$ cat src/rtl/atan2_degrees_approx_defines.svh
// ============================================================================
// Assertion macros for the atan2_degrees_approx block
// Shared property forms, clocked on clk_i and disabled while rst_ni is low.
// ============================================================================
`ifndef ATAN2_DEGREES_APPROX_DEFINES_SVH
`define ATAN2_DEGREES_APPROX_DEFINES_SVH

// The consequent must hold in the same cycle as the antecedent.
`define A2D_ASSERT_IMP(lbl, ante, cons, msg) \
  lbl: assert property (@(posedge clk_i) disable iff (!rst_ni) (ante) |-> (cons)) \
    else $error(msg);

// The consequent must hold in the cycle after the antecedent.
`define A2D_ASSERT_NEXT(lbl, ante, cons, msg) \
  lbl: assert property (@(posedge clk_i) disable iff (!rst_ni) (ante) |=> (cons)) \
    else $error(msg);

`endif

$ cat src/rtl/a2d_pkg.sv
`timescale 1ns / 1ps
`default_nettype none
// ============================================================================
// a2d_pkg
// Types, widths and constants of the approximate atan2 pipeline.
// ============================================================================
package a2d_pkg;

  localparam int InW    = 16;  // input component width
  localparam int MagW   = 17;  // magnitude, holds 32768
  localparam int ProdW  = 31;  // product of two magnitudes, at most 2**30
  localparam int NumW   = 42;  // 3667 * 2**30 stays below 2**42
  localparam int DenW   = 37;  // 81 * 2**30 stays below 2**37
  localparam int QuotW  = 6;   // the first-octant quotient never exceeds 45
  localparam int AngW   = 10;

  localparam logic [11:0] NumCoef  = 12'd3667;
  localparam int          DenMajSh = 6;      // 64 * a^2
  localparam int          DenMinSh = 4;      // 17 * b^2 = 16 * b^2 + b^2

  localparam logic signed [AngW-1:0] AngZero     = 10'sd0;
  localparam logic signed [AngW-1:0] AngRight    = 10'sd90;
  localparam logic signed [AngW-1:0] AngNegRight = -10'sd90;
  localparam logic signed [AngW-1:0] AngHalf     = 10'sd180;
  localparam logic signed [AngW-1:0] AngMax      = 10'sd270;
  localparam logic [QuotW-1:0]       QuotMax     = 6'd45;

  // Stage map: prepare, multiply, form terms, one stage per quotient bit, output.
  localparam int StgPrep   = 0;
  localparam int StgMul    = 1;
  localparam int StgForm   = 2;
  localparam int StgDiv0   = 3;
  localparam int StgOut    = StgDiv0 + QuotW;
  localparam int NumStages = StgOut + 1;

  typedef struct packed {
    logic                   special;     // one component is zero
    logic signed [AngW-1:0] spec_angle;  // angle for that case
    logic                   swap;        // |y| > |x|
    logic                   neg_y;
    logic                   neg_x;
  } a2d_ctl_t;

  typedef struct packed {
    logic [NumW-1:0] rem;
    logic            qbit;
  } a2d_step_t;

  // One restoring division step against the denominator shifted by sh.
  function automatic a2d_step_t a2d_div_step(input logic [NumW-1:0] rem,
                                             input logic [DenW-1:0] den,
                                             input int unsigned     sh);
    logic [NumW-1:0] dsh;
    a2d_step_t       res;
    dsh = {{(NumW-DenW){1'b0}}, den} << sh;
    if (rem >= dsh) begin
      res.rem  = rem - dsh;
      res.qbit = 1'b1;
    end else begin
      res.rem  = rem;
      res.qbit = 1'b0;
    end
    return res;
  endfunction

endpackage
`default_nettype wire

$ cat src/rtl/atan2_degrees_approx.sv
`timescale 1ns / 1ps
`default_nettype none
// ============================================================================
// atan2_degrees_approx
// Four-quadrant arctangent in whole degrees from atan(t) ~ t / (1 + 0.2656 t^2).
// ============================================================================
//
//  Channel  | Direction | Handshake                | Payload
//  ---------+-----------+--------------------------+-------------------------------
//  in       | sink      | in_valid_i / in_stall_o  | y_val_i, x_val_i (16b signed)
//  out      | source    | out_valid_o / out_stall_i| angle_deg_o (10b signed)
//
// The block takes one transaction per clock cycle while the output is not
// stalled. Its pipeline runs the prepare, multiply and term stages, then the
// six-stage restoring divider, one quotient bit per stage, then the output stage.
// Reset clears only the stage valid bits; data registers are not reset.
// Each stage advances when it is empty or when the stage after it advances, so
// a stall on the output fills bubbles first and then holds every stage intact.
//
// With a the larger and b the smaller magnitude, the first-octant angle is
// 3667*a*b / (64*a^2 + 17*b^2), truncated. Because b <= a that quotient is at
// most 45, so six quotient bits cover it. The octant, the sign of y and the
// sign of x then fold it out to the range -90..270. A zero component skips the
// arithmetic and takes a fixed angle carried alongside the data.
// ============================================================================
`include "atan2_degrees_approx_defines.svh"

module atan2_degrees_approx
  import a2d_pkg::*;
(
  input  wire logic                   clk_i,
  input  wire logic                   rst_ni,
  input  wire logic                   in_valid_i,
  output logic                        in_stall_o,
  input  wire logic signed [InW-1:0]  y_val_i,
  input  wire logic signed [InW-1:0]  x_val_i,
  output logic                        out_valid_o,
  input  wire logic                   out_stall_i,
  output logic signed [AngW-1:0]      angle_deg_o
);

  // Stage valid bits and per-stage advance enables.
  logic [NumStages-1:0] v_q;
  logic [NumStages-1:0] v_d;
  logic [NumStages-1:0] en;

  // Control flags travel with every stage up to the output stage.
  a2d_ctl_t ctl_q [StgOut];
  a2d_ctl_t ctl_d;

  // Prepare stage: ordered magnitudes.
  logic [MagW-1:0] y_ext, x_ext, ay, ax;
  logic [MagW-1:0] a_q, b_q, a_d, b_d;

  // Multiply stage.
  logic [ProdW-1:0] aa_q, bb_q, ab_q;
  logic [2*MagW-1:0] aa_full, bb_full, ab_full;

  // Term stage.
  logic [NumW-1:0] z_q, z_d;
  logic [DenW-1:0] den_q, den_d;
  logic [NumW+11:0] z_full;

  // Divider stages.
  logic [NumW-1:0]  rem_q  [QuotW];
  logic [NumW-1:0]  rem_d  [QuotW];
  logic [DenW-1:0]  dden_q [QuotW];
  logic [QuotW-1:0] quot_q [QuotW];
  logic [QuotW-1:0] quot_d [QuotW];

  // Output stage.
  logic signed [AngW-1:0] angle_q, angle_d;

  // --------------------------------------------------------------------------
  // Flow control. The output stage drains when the consumer is not stalling;
  // every earlier stage may load when it is empty or its successor drains.
  // --------------------------------------------------------------------------
  always_comb begin
    en[NumStages-1] = !v_q[NumStages-1] || !out_stall_i;
    for (int i = NumStages - 2; i >= 0; i--) begin
      en[i] = !v_q[i] || en[i+1];
    end
    v_d = v_q;
    if (en[0]) begin
      v_d[0] = in_valid_i;
    end
    for (int i = 1; i < NumStages; i++) begin
      if (en[i]) begin
        v_d[i] = v_q[i-1];
      end
    end
  end

  assign in_stall_o = !en[0];

  always_ff @(posedge clk_i or negedge rst_ni) begin
    if (!rst_ni) begin
      v_q <= '0;
    end else begin
      v_q <= v_d;
    end
  end

  // --------------------------------------------------------------------------
  // Prepare stage: magnitudes, octant choice and the zero-component cases.
  // The most negative input has magnitude 32768, so magnitudes are 17 bits.
  // --------------------------------------------------------------------------
  always_comb begin
    y_ext = {y_val_i[InW-1], y_val_i};
    x_ext = {x_val_i[InW-1], x_val_i};
    ay    = y_val_i[InW-1] ? (~y_ext + 17'd1) : y_ext;
    ax    = x_val_i[InW-1] ? (~x_ext + 17'd1) : x_ext;

    ctl_d.swap  = ay > ax;
    ctl_d.neg_y = y_val_i[InW-1];
    ctl_d.neg_x = x_val_i[InW-1];
    a_d = ctl_d.swap ? ay : ax;
    b_d = ctl_d.swap ? ax : ay;

    ctl_d.special = (y_val_i == '0) || (x_val_i == '0);
    if (y_val_i == '0) begin
      ctl_d.spec_angle = x_val_i[InW-1] ? AngHalf : AngZero;
    end else begin
      ctl_d.spec_angle = y_val_i[InW-1] ? AngNegRight : AngRight;
    end
  end

  // --------------------------------------------------------------------------
  // Products and terms. Both magnitudes are at most 2**15, so every square
  // and cross product fits in 31 bits.
  // --------------------------------------------------------------------------
  assign aa_full = a_q * a_q;
  assign bb_full = b_q * b_q;
  assign ab_full = a_q * b_q;

  assign z_full = {{12{1'b0}}, {(NumW-ProdW){1'b0}}, ab_q} * {{(NumW){1'b0}}, NumCoef};
  assign z_d    = z_full[NumW-1:0];
  assign den_d  = ({{(DenW-ProdW){1'b0}}, aa_q} << DenMajSh)
                + ({{(DenW-ProdW){1'b0}}, bb_q} << DenMinSh)
                +  {{(DenW-ProdW){1'b0}}, bb_q};

  // --------------------------------------------------------------------------
  // Restoring divider: stage k decides quotient bit (QuotW-1-k).
  // --------------------------------------------------------------------------
  always_comb begin
    a2d_step_t st;
    for (int k = 0; k < QuotW; k++) begin
      if (k == 0) begin
        st        = a2d_div_step(z_q, den_q, QuotW - 1);
        quot_d[k] = {{(QuotW-1){1'b0}}, st.qbit};
      end else begin
        st        = a2d_div_step(rem_q[k-1], dden_q[k-1], QuotW - 1 - k);
        quot_d[k] = {quot_q[k-1][QuotW-2:0], st.qbit};
      end
      rem_d[k] = st.rem;
    end
  end

  // --------------------------------------------------------------------------
  // Fold the first-octant quotient out to the full circle.
  // --------------------------------------------------------------------------
  always_comb begin
    a2d_ctl_t               c;
    logic signed [AngW-1:0] q_ext, base, turned;
    c      = ctl_q[StgOut-1];
    q_ext  = signed'({{(AngW-QuotW){1'b0}}, quot_q[QuotW-1]});
    base   = c.swap  ? (AngRight - q_ext) : q_ext;
    turned = c.neg_y ? (AngZero - base) : base;
    if (c.special) begin
      angle_d = c.spec_angle;
    end else if (c.neg_x) begin
      angle_d = AngHalf - turned;
    end else begin
      angle_d = turned;
    end
  end

  // --------------------------------------------------------------------------
  // Data registers, loaded on their stage enable.
  // --------------------------------------------------------------------------
  always_ff @(posedge clk_i) begin
    if (en[StgPrep]) begin
      ctl_q[StgPrep] <= ctl_d;
      a_q            <= a_d;
      b_q            <= b_d;
    end
    for (int i = 1; i < StgOut; i++) begin
      if (en[i]) begin
        ctl_q[i] <= ctl_q[i-1];
      end
    end
    if (en[StgMul]) begin
      aa_q <= aa_full[ProdW-1:0];
      bb_q <= bb_full[ProdW-1:0];
      ab_q <= ab_full[ProdW-1:0];
    end
    if (en[StgForm]) begin
      z_q   <= z_d;
      den_q <= den_d;
    end
    for (int k = 0; k < QuotW; k++) begin
      if (en[StgDiv0+k]) begin
        rem_q[k]  <= rem_d[k];
        quot_q[k] <= quot_d[k];
        dden_q[k] <= (k == 0) ? den_q : dden_q[k-1];
      end
    end
    if (en[StgOut]) begin
      angle_q <= angle_d;
    end
  end

  assign out_valid_o = v_q[StgOut];
  assign angle_deg_o = angle_q;

  // --------------------------------------------------------------------------
  // Assertions.
  // --------------------------------------------------------------------------
  `A2D_ASSERT_NEXT(a_accept_enters, in_valid_i && !in_stall_o, v_q[StgPrep],
    "accepted transaction did not enter the first stage")
  `A2D_ASSERT_IMP(a_den_nonzero, v_q[StgForm] && !ctl_q[StgForm].special,
    den_q != '0, "zero denominator on a non-special transaction")
  `A2D_ASSERT_IMP(a_quot_bound, v_q[StgOut-1] && !ctl_q[StgOut-1].special,
    quot_q[QuotW-1] <= QuotMax, "first-octant quotient above 45")
  `A2D_ASSERT_IMP(a_angle_range, out_valid_o,
    (angle_deg_o >= AngNegRight) && (angle_deg_o <= AngMax),
    "output angle outside -90..270")

endmodule
`default_nettype wire

$ cat config.mk
export PLATFORM = sky130hd
export DESIGN_NAME = atan2_degrees_approx
export DESIGN_NICKNAME = d
export VERILOG_FILES = /design/src/rtl/a2d_pkg.sv /design/src/rtl/atan2_degrees_approx.sv
export VERILOG_INCLUDE_DIRS = /design/src /design/src/rtl
export SDC_FILE = /design/constraint.sdc
export NUM_CORES = 2
export LEC_CHECK = 0
export ABC_AREA = 0
export CORE_UTILIZATION = 60
export DETAILED_ROUTE_END_ITERATION = 8
export DONT_BUFFER_PORTS = 1
export GPL_ROUTABILITY_DRIVEN = 0
export PLACE_DENSITY = 0.83
export SKIP_CTS_REPAIR_TIMING = 1
export SYNTH_ARGS = -nofsm -noshare
export SYNTH_HDL_FRONTEND = slang
export SYNTH_SLANG_ARGS = --single-unit
$ cat constraint.sdc
create_clock -name clk_i -period 21 [get_ports clk_i]
set_input_delay 4.2 -clock clk_i [delete_from_list [all_inputs] [get_ports clk_i]]
set_output_delay 4.2 -clock clk_i [all_outputs]
set_load 0.02 [all_outputs]
==> summary.txt <==
Status
  – Outcome: finished with violations
  – Failing checks: DRC

Floorplan
  – Core footprint: 115000 um2
  – Row count: 124
  – # IOs: 48
  – Die Y: 342 um
  – Die area: 117000 um2
  – Initial Util: 60.6%
  – Die W: 342 um

Clocking
  – Bufs on Longest Clock Path: 3
  – CTS H-Tree Depth: 3
  – CTS tree: done
  – Root buf cell: clkbuf_16
  – Total CTS buffers: 76
  – Clk sink count: ~700
  – Clk slew on worst S/H paths: 0.06 ns
  – Worst skew pair latency: between 0.6 and 0.7 ns

Setup path
  – Crit-path most repeated cell: and3_1
  – Type of the worst setup path: input port to output port
  – Critical Path Max Stage Delay: 0.64 ns
  – Top delay family on crit path: simple AND/OR/NAND/NOR gates
  – CP max FO: 15
  – Worst EP required: 16.80 ns
  – WP data arrival: around 6.5 ns
  – Worst setup SP type: input port
  – Crit-path slowest cell: nor2_1
  – CP bufs+invs: 1
  – Reg2reg end: bb_q[30]$_DFFE_PP_
  – Reg2reg start: b_q[13]$_DFFE_PN_
  – CP cell instances: and3_1 > and3_1 > nand4_1 > nor2_1 > nand3_2 > inv_1
  – R2r setup slk: 13.56 ns
  – Worst Reg-to-Reg Cells: 21
  – Crit path capture type: output port

Synthesis
  – FFs w/ async S/R, synth: 1.40%
  – Area contributors post-synth: edfxtp_1 31%, fa_1 22%, ha_1 13%
  – Yosys cell types: 85
  – Seq cells post-synth: 715
  – Synthesis Warnings: 0
  – Syn_area_per_cell: 10.3 um2
  – Syn Inst Count: slightly below 7000
  – Seq/Total Area, Yosys: 30.9%
  – Post-synth EDFFs: 705
  – Mapped cell area: 69300 um2
  – Main flop type after synthesis: edfxtp_1
  – Share of the synthesized area in the top cell type: 30.5%
  – Area leader, netlist: edfxtp_1

Placed design
  – HPWL after DPL: 114 mm
  – PortBufs: 0

Detailed routing
  – Post-DR wirelength/cell: 17.8 um
  – Routed length on met2: 73.0 mm
  – Post-route DRC: 12
  – Final wirelength: 147 mm
  – Vias per cell: 5.71
  – Met3 WL post-DR: 9.72 mm
  – Vias: about 47000
  – Final antenna-violating net count: 0
  – Drt initial violations: 3099
  – Top sig layer: met5
  – WL met1: around 56 mm
  – DR pass1 iterations: 9

Run
  – Max-cap check violation count: 0

Global route
  – Tot GR Track Use: 26.0%
  – Total grt overflow: 0
  – First-pass GRT wire length: 245 mm
  – Pin count of the biggest net entering global routing: 91
  – Initial antenna violation count: 3
  – Vias in the first global route: 50000

Min path
  – Hold Startpoint: quot_q[3][3]$_DFFE_PP_
  – Hold endpoint: quot_q[4][4]$_DFFE_PP_
  – Hold Path Stages: 0
  – Hold/Removal Path Class: register to register

Layout
  – Filler Cell Count: slightly above 8000
  – Layout Area Growth over Synthesis: 5.94%
  – Commonest non-fill, non-tap cells in the layout: 1374 x inv_1, 763 x fa_1, 705 x edfxtp_1, 700 x ha_1, 588 x nand2_1
  – Commonest non-fill, non-tap cell in the layout: inv_1
  – Multi-input gate area: 42200 um2
  – Share of layout cells above drive strength 1: under 10%
  – FF/Latch Area: 21400 um2
  – Nets: 8193

STA
  – Slew Viols, Final: 0
  – Final worst-path cycle share: 50.7%
  – Clock Skew: 0.0383 ns
  – Slew HR: a little under 20%
  – Max Clock Freq: 0.0939 GHz
  – Final setup violation count: 0
  – Post-layout min period: 10.65 ns
  – Worst-Margin Slew: 1.20 ns
  – RSZ-0062 raised after global routing: false
  – Final Hold Fails: 0
  – Sum of negative setup slack: 0 ns
==> logic make-up (layout without fill, tap and decap cells) <==
logic type	after synthesis	in the layout	synth area share, %
xor gates and xnor gates	385	385	4.86
muxes	89	89	1.37
AOI/OAI and AO/OA	1089	1089	9.79
adders and majority gates	1463	1463	34.7
buffers and inverters	1549	1565	8.42
and+or+nand+nor	1439	1439	9.99
DFF	715	715	30.9
other	2	6	0.0108
==> final cells by class <==
cell class | count | share of cell area, %
Antenna cell | 2 | 0.00681
Clock buffer | 92 | 2.70
Clock inverter | 41 | 0.589
Inverter | 1382 | 7.07
Multi-Input combinational cell | 4469 | 57.4
Sequential cell | 715 | 29.2
Tap cell | 1512 | 2.58
Timing Repair Buffer | 50 | 0.511
==> sequential cells by signal, summed over array words and instances (netlist names), 21 cells and up <==
register and flops:
aa_q 30, ab_q 31, bb_q 30, ctl_q 81, dden_q 180, den_q 36, quot_q 21, rem_q 210
z_q 42
==> per-stage QoR <==
| step | util [%] | std cells | setup WS (ns) | area, um2 | hold slack (ns) |
|---|---|---|---|---|---|
| 2_1_floorplan | - | 6733 | 7.04 | 69300 | 0.400 |
| 3_3_place_gp | 62.0 | 8128 | 10.45 | 71000 | 0.403 |
| 3_5_place_dp | 62.0 | 8128 | 10.35 | 71000 | 0.405 |
| 4_1_cts | 64.2 | 8261 | 10.31 | 73500 | 0.404 |
| 5_1_grt | 64.2 | 8261 | 10.07 | 73500 | 0.407 |
| 6_report | 64.2 | 8263 | 10.35 | 73500 | 0.399 |
==> layer usage <==
layer / up-vias / global-route usage, %
met5: - / 0
met4: 4 / 13.2
met3: 467 / 4.08
met2: 1761 / 45.9
met1: 22900 / 30.7
li1: 22000 / -
==> synth_stat cells (all sizes together) (10+ instances only) <==
library cell / number
a31oi: 39
mux2i: 40
or2: 15
inv: 1377
and4: 16
dfrtp: 10
mux2: 49
and3: 39
nand2: 591
nor2b: 50
and2: 217
o211ai: 13
fa: 763
a21o: 181
nand3b: 11
edfxtp: 705
nor3: 42
o21bai: 48
o31ai: 28
or3: 17
buf: 12
clkbuf: 155
nor4: 13
nand2b: 54
o41ai: 11
a21oi: 325
ha: 700
nor2: 223
a211o: 16
o21a: 37
o21ai: 283
nand3: 82
nand4: 45
a211oi: 38
xor2: 145
xnor2: 240
==> how the worst max path moves through the flow <==
stage                 from         end  slack, ns  cells past startpoint
3_3_place_gp   out_stall_i  in_stall_o      10.45                      6
4_1_cts        out_stall_i  in_stall_o      10.31                      6
5_1_grt        out_stall_i  in_stall_o      10.07                      6
6_report       out_stall_i  in_stall_o      10.35                      6
2_1_floorplan  out_stall_i  in_stall_o       7.04                      6
3_5_place_dp   out_stall_i  in_stall_o      10.35                      6
Power is left out: the tool's default activity adds up to more than one toggle a clock period on the data nets, which glitch-free logic cannot reach.
